## src/rtl/polyphonic_wavetable_voice_bank_core_defines.svh

```systemverilog
// Assertion macros for the voice bank core.
// Used by the top level only; compiled out when SYNTH is defined.
`ifndef POLYPHONIC_WAVETABLE_VOICE_BANK_CORE_DEFINES_SVH
`define POLYPHONIC_WAVETABLE_VOICE_BANK_CORE_DEFINES_SVH

`ifndef SYNTH
// Generic check on clk_i, held off while rst_ni is low.
`define PWVB_ASSERT(lbl, prop) \
  lbl: assert property (@(posedge clk_i) disable iff (!rst_ni) prop) \
    else $error("pwvb check failed");
// Same-cycle implication.
`define PWVB_ASSERT_IMP(lbl, ante, cons) `PWVB_ASSERT(lbl, (ante) |-> (cons))
// Next-cycle implication.
`define PWVB_ASSERT_NXT(lbl, ante, cons) `PWVB_ASSERT(lbl, (ante) |=> (cons))
`else
`define PWVB_ASSERT(lbl, prop)
`define PWVB_ASSERT_IMP(lbl, ante, cons)
`define PWVB_ASSERT_NXT(lbl, ante, cons)
`endif

`endif

```

## src/rtl/pwvb_pkg.sv

```systemverilog
// Shared constants, types and control struct for the voice bank.
// No dependencies.
package pwvb_pkg;

  localparam int unsigned VOICE_COUNT = 8;
  localparam int unsigned TABLE_DEPTH = 1024;

  localparam int unsigned TABLE_AW = $clog2(TABLE_DEPTH);
  localparam int unsigned TDEPTH_W = $clog2(TABLE_DEPTH + 1);
  localparam int unsigned VOICE_IW = (VOICE_COUNT > 1) ? $clog2(VOICE_COUNT) : 1;

  localparam int unsigned CMD_W    = 2;
  localparam int unsigned KEY_W    = 7;
  localparam int unsigned PHASE_W  = 32;
  localparam int unsigned TADDR_W  = 10;
  localparam int unsigned SAMPLE_W = 16;
  localparam int unsigned GAIN_W   = 16;
  localparam int unsigned MASK_W   = 8;

  localparam int unsigned ACC_W  = SAMPLE_W + $clog2(VOICE_COUNT);
  localparam int unsigned PROD_W = ACC_W + GAIN_W + 1;

  localparam logic [GAIN_W-1:0] GAIN_RESET = 16'h8000;

  typedef enum logic [CMD_W-1:0] {
    CMD_NOTE_ON     = 2'd0,
    CMD_NOTE_OFF    = 2'd1,
    CMD_SAMPLE_TICK = 2'd2,
    CMD_TABLE_WRITE = 2'd3
  } cmd_e;

  typedef enum logic [2:0] {
    ST_IDLE,
    ST_SCAN,
    ST_DRAIN,
    ST_MUL,
    ST_OUT
  } state_e;

  // Controller to datapath commands
  typedef struct packed {
    logic                accept;     // input beat taken this cycle
    logic                clear_acc;  // tick beat: zero the mix accumulator
    logic                scan_en;    // read table for voice_idx, advance its phase
    logic [VOICE_IW-1:0] voice_idx;
    logic                mul_en;     // apply gain to the finished sum
    logic                load_out;   // load the output register
  } ctl_t;

endpackage

```

## src/rtl/pwvb_ctrl.sv

```systemverilog
// Sequencer for the voice bank: input handshake, voice scan, gain and output load.
// Depends on pwvb_pkg.
module pwvb_ctrl (
  input  logic                clk_i,
  input  logic                rst_ni,
  input  logic                in_valid_i,
  input  logic [1:0]          cmd_i,
  input  logic                out_free_i,
  output logic                in_ready_o,
  output pwvb_pkg::ctl_t      ctl_o
);
  import pwvb_pkg::*;

  state_e              state_q, state_d;
  logic [VOICE_IW-1:0] cnt_q, cnt_d;
  logic                beat;
  logic                is_tick;
  logic                last_voice;

  assign beat       = in_valid_i && (state_q == ST_IDLE);
  assign is_tick    = (cmd_e'(cmd_i) == CMD_SAMPLE_TICK);
  assign last_voice = (cnt_q == VOICE_IW'(VOICE_COUNT - 1));

  // next state
  always_comb begin
    state_d = state_q;
    cnt_d   = cnt_q;
    unique case (state_q)
      ST_IDLE: begin
        cnt_d = '0;
        if (beat && is_tick) begin
          state_d = ST_SCAN;
        end
      end
      ST_SCAN: begin
        if (last_voice) begin
          state_d = ST_DRAIN;
        end else begin
          cnt_d = cnt_q + 1'b1;
        end
      end
      ST_DRAIN: state_d = ST_MUL;
      ST_MUL:   state_d = ST_OUT;
      ST_OUT: begin
        if (out_free_i) begin
          state_d = ST_IDLE;
        end
      end
      default: state_d = ST_IDLE;
    endcase
  end

  // outputs
  always_comb begin
    in_ready_o      = 1'b0;
    ctl_o           = '0;
    ctl_o.voice_idx = cnt_q;
    unique case (state_q)
      ST_IDLE: begin
        in_ready_o      = 1'b1;
        ctl_o.accept    = beat;
        ctl_o.clear_acc = beat && is_tick;
      end
      ST_SCAN:  ctl_o.scan_en  = 1'b1;
      ST_DRAIN: ;
      ST_MUL:   ctl_o.mul_en   = 1'b1;
      ST_OUT:   ctl_o.load_out = out_free_i;
      default: ;
    endcase
  end

  always_ff @(posedge clk_i or negedge rst_ni) begin
    if (!rst_ni) begin
      state_q <= ST_IDLE;
      cnt_q   <= '0;
    end else begin
      state_q <= state_d;
      cnt_q   <= cnt_d;
    end
  end

endmodule

```

## config.mk

```make
export PLATFORM = sky130hd
export DESIGN_NAME = pwvb_ctrl
export DESIGN_NICKNAME = d
export VERILOG_FILES = /design/src/rtl/polyphonic_wavetable_voice_bank_core_defines.svh /design/src/rtl/pwvb_pkg.sv /design/src/rtl/pwvb_ctrl.sv
export SDC_FILE = /design/constraint.sdc
export NUM_CORES = 1
export LEC_CHECK = 0
export ABC_CLOCK_PERIOD_IN_PS = 1420
export BUFFER_PORTS_ARGS = -buffer_cell sky130_fd_sc_hd__buf_2
export CORE_AREA = 2 2 39 41
export DETAILED_ROUTE_END_ITERATION = 10
export DIE_AREA = 0 0 41 43
export GPL_ROUTABILITY_DRIVEN = 0
export GPL_TIMING_DRIVEN = 0
export SYNTH_ARGS = -nofsm -noshare
export SYNTH_HDL_FRONTEND = slang
export SYNTH_SLANG_ARGS = --single-unit
```

## constraint.sdc

```tcl
create_clock -name clk_i -period 1.42 [get_ports clk_i]
set_input_delay 0.071 -clock clk_i [delete_from_list [all_inputs] [get_ports clk_i]]
set_output_delay 0.071 -clock clk_i [all_outputs]
set_load 0.1 [all_outputs]
```

---- Yosys cells after proc, flatten, opt, wreduce, memory -nomap -nowiden ----
Index checks and enable logic that the tools add are counted.
W data, S select, Z words.
operators by class
  add/sub/neg operators ................... 1
  $mul .................................... 0
  divide/modulo/power cells ............... 0
  $lt $le $gt $ge ......................... 0
  equal/unequal tests ..................... 10
  shift-type cells ........................ 0
  multiplexer cells ....................... 11
  bitwise logic cells ..................... 0
  reduce and logical (&&, ||, !) cells .... 6
operators by type and width
  operator               number
  $pmux W3 S5            1
  $mux W3                4
  $eq A3 B2 Y1 const B   2
  $eq A3 B3 Y1 const B   2
  $ne A2 B2 Y1 const B   3
  $pmux W3 S2            1
  $mux W1                4
  $add A3 B1 Y3 const B  1
  $eq A3 B1 Y1 const B   1
  $logic_not A3 Y1       1
  $reduce_and A3 Y1      1
  $eq A2 B2 Y1 const B   1
  $logic_and A1 B1 Y1    2
  $mux W2                1
  $ne A2 B1 Y1 const B   1
  $reduce_and A2 Y1      1
  $reduce_bool A2 Y1     1
word-level totals
  flip-flop bits (word level) ............. 6
  bits in latches ......................... 0
  bits in writable memories ............... 0
  bits in read-only memories .............. 0
  bits of input ports ..................... 6
  output and inout bits ................... 9
  logic and storage cells ................. 30
  memories ................................ 0

---- Logic depth before layout (Yosys ltp) ----
  word-level depth ........................ 5
  gate-level depth with buffers ........... 4
  depth with buffers taken out ............ 4

---- Worst setup path before layout ----
Ideal clock, no wire load.
  path kind ............................... register to output
  start ................................... register state_q[2]
  end ..................................... output port ctl_o[6] (netlist name)
  arrival ................................. 3.721 ns
  path slack .............................. -2.372 ns
  stages on the path, launching flop included .. 4
  path through ............................ dfrtp_1 buf_2 nor3_1 and4b_1
RTL lines
  element                 line             RTL
  from (decl)             pwvb_ctrl.sv:14  state_e state_q, state_d;
  from (signal assigned)  pwvb_ctrl.sv:77  state_q <= state_d;
  to (decl)               pwvb_ctrl.sv:10  output pwvb_pkg::ctl_t ctl_o

---- Final worst setup path ----
  start ................................... register cnt_q[1]
  end ..................................... register cnt_q[0]
on the way
  cells in the longest elaborated chain, start to end .. 3
ends and longest elaborated chain
  element                             line             RTL
  from (decl)                         pwvb_ctrl.sv:15  logic [VOICE_IW-1:0] cnt_q, cnt_d;
  from (signal assigned)              pwvb_ctrl.sv:78  cnt_q <= cnt_d;
  $eq A3 B3 Y1                        pwvb_ctrl.sv:22  assign last_voice = (cnt_q == VOICE_IW'(VOICE_COUNT - 1));
  $ne A2 B2 Y1 (no source line)       n/a
  $reduce_and A2 Y1 (no source line)  n/a
Every way passes these cells.
A chain may end at the register's enable or synchronous reset.

==> flow_summary.yaml <==
cts:
  clk_pin_slew_ns: 0.05
  htree_levels: 1
  cts_buffers: 3
  clockBufferDepth: 2
  cts_tree: "yes"
  clkLatencyLatePin_ns: 0.25
  cts_num_sinks: 6
  cts_root_buf: "clkbuf_4"
job:
  cap_viol_max_count: 0
sta:
  fin_crit_sh_pct: 105
  post-route-min-period_ns: 1.49
  clock.fmax_mhz: 672
  slew_viol_final: 0
  rsz0062_at_grt: "true"
  hold_viol_final: 0
  setup-tns-final_ns: -0.220
  finalSetupViolations: 5
  relSlewSlack_pct: 68.0
  fin_ws_ns: -0.0684
  fin_worst_skew_ns: 0.00395
  tightestPinTransition_ns: 0.484
die:
  die_w_um: 41
  core-area_um2: 1380
  die_area_um2: 1760
  io_pins: 15
  start_util_pct: 26.4
  die_height_um: 43
  num_rows: 14
logic_synthesis:
  synth.net_count: 39
  yosysWarnings: 0
  synth_top_area_cell: "dfrtp_1"
  syn_area_um2: 365
  yosysUniqueCellTypes: 23
  ys_async_sr_fraction_pct: 100
  syn_inst: 31
  syn_area_per_cell_um2: 11.8
  synth_edf_count: 0
  synth_common_cells: "6 x dfrtp_1, 2 x a22o_1, 2 x buf_6, 2 x ha_1"
  yosys.area.top_type_share_pct: 41.1
  synth_seq_cells: 6
  synth_ff_type: "dfrtp_1"
  synthTopCellsByArea: "dfrtp_1 41%, ha_1 6.8%, buf_6 6.2%"
  ys_seq_area_share_pct: 41.1
  yosysMostFrequentCell: "dfrtp_1"
drt:
  final_antenna_net_count: 0
  num_vias: 345
  totalWireLength_um: 879
  drtIter0Drc: 0
  dr.pass1.iters: 1
  routedWlPerCell_um: 11.7
  route.detailed.drc: 0
  viasPerCell: 4.60
critical_path:
  worstSetupPathType: "flop to flop"
  cp-start-kind: "flop"
  r2r_start: "cnt_q[1]"
  cp_max_fo: 3
  crit_top_cell: "ha_4"
  crit_path_top_delay_cell: "dfrtp_4"
  crit_path_cell_trace: "ha_4 -> ha_4 -> a211o_1 -> mux2_4"
  arrival_ns: 1.62
  crit_start: "cnt_q[1]"
  critPathCaptureType: "flop"
  worstPathRequired_ns: 1.55
  slowest_delay_ns: 0.48
status:
  violations: "negative setup slack"
  status: "finished with violations"
place:
  io_buffers: 14
  place_ws_ns: -0.0751
  hpwl_um: 552
  dpl_cell_area_um2: 514
global_routing:
  antenna_found_initial: 0
  grt_max_degree: 11
  grt_overflow: 0
  grt_pass1_wl_um: 1230
  grt_usage_pct: 10.5
  grt_pass1_vias: 290
layout:
  finalInstanceArea_um2: 682
  final_nets: 68
  seq_area_um2: 159
  area_growth_pct: 86.6
  final.fill_count: 133
  drive_above_1_share_pct: 71.2
  multi_input_comb_area_um2: 250
  n_antenna_cell: 0
min_path:
  hp-start: "out_free_i"
  hold_class: "input port to flop"
cell type report:
class / instances / area share [%]
multi-input combinational: 22 / 36.7
sequential: 6 / 23.3
tap: 16 / 2.94
buffer: 3 / 4.40
clock buffer: 4 / 3.85
timing repair buffer: 24 / 28.8
per-layer routing:
metal / share of wire, % / GRT usage (%)
met5: 0 / 0
met3: 2.4 / 3.14
met4: 0 / 6.00
met1: 41 / 13.8
met2: 56 / 14.7
cell usage in the layout, fill, tap and decap left out, drive strengths merged:
| cell type | instances |
|---|---|
| buf | 24 |
| clkbuf | 6 |
| dfrtp | 6 |
| a22o | 2 |
| ha | 2 |
| nor3 | 1 |
| and2 | 1 |
| and4b | 1 |
| nor3b | 1 |
| nand2 | 1 |
| nor2 | 1 |
| and4bb | 1 |
| or4bb | 1 |
| or3b | 1 |
| or2b | 1 |
| a31oi | 1 |
| nand3b | 1 |
| a21oi | 1 |
| nor4b | 1 |
| a211o | 1 |
| or4b | 1 |
| o21ai | 1 |
| mux2 | 1 |
| dlygate4sd3 | 1 |
final timing paths:
kind                       cells after the start  slack (ns)    endpoint
max                                            4       -0.07    cnt_q[0]
min                                            3        0.11  state_q[2]
min in group asynchronous                      2        0.18  state_q[0]
max reg2reg                                    4       -0.07    cnt_q[0]
max in group asynchronous                      2        1.07    cnt_q[2]
min reg2reg                                    1        0.56    cnt_q[2]
metrics by stage:
stage | hold WS (ns) | util, % | cells
final | 0.110 | 49.3 | 75
after global routing | 0.104 | 49.3 | 75
after CTS | 0.0989 | 43.3 | 68
after detailed placement | -0.0939 | 37.2 | 61
after global placement | -0.0934 | 37.2 | 61
after floorplan | -0.225 | - | 31
logic make-up after synthesis:
logic type,after synthesis,share of synthesized area [%]
AOI/OAI and AO/OA,6,11.6
adders and majority gates,2,6.85
buffers and inverters,3,7.53
DFF,6,41.1
muxes,1,3.08
and+or+nand+nor,13,29.8
what timing repair did:
item	4_1_cts	5_1_grt
pin swaps	3	8
endpoints found under the hold margin	6	0
setup endpoints to repair	8	9
buffers inserted	2	6
gates cloned	0	1
gates resized for setup	10	9
hold buffers	1	0
critical path: cells and delay by family, from the launching register on:
family	cells	cell delay, ns
muxes	1	0.26
AOI/OAI and AO/OA	1	0.29
DFF	1	0.48
adders and majority gates	2	0.33
state kept, by name, summed over array words and instances, names as in the netlist:
register	cells
cnt_q	3
state_q	3
Power is left out: the tool's default activity adds up to more than one toggle a clock period on the data nets, which glitch-free logic cannot reach.
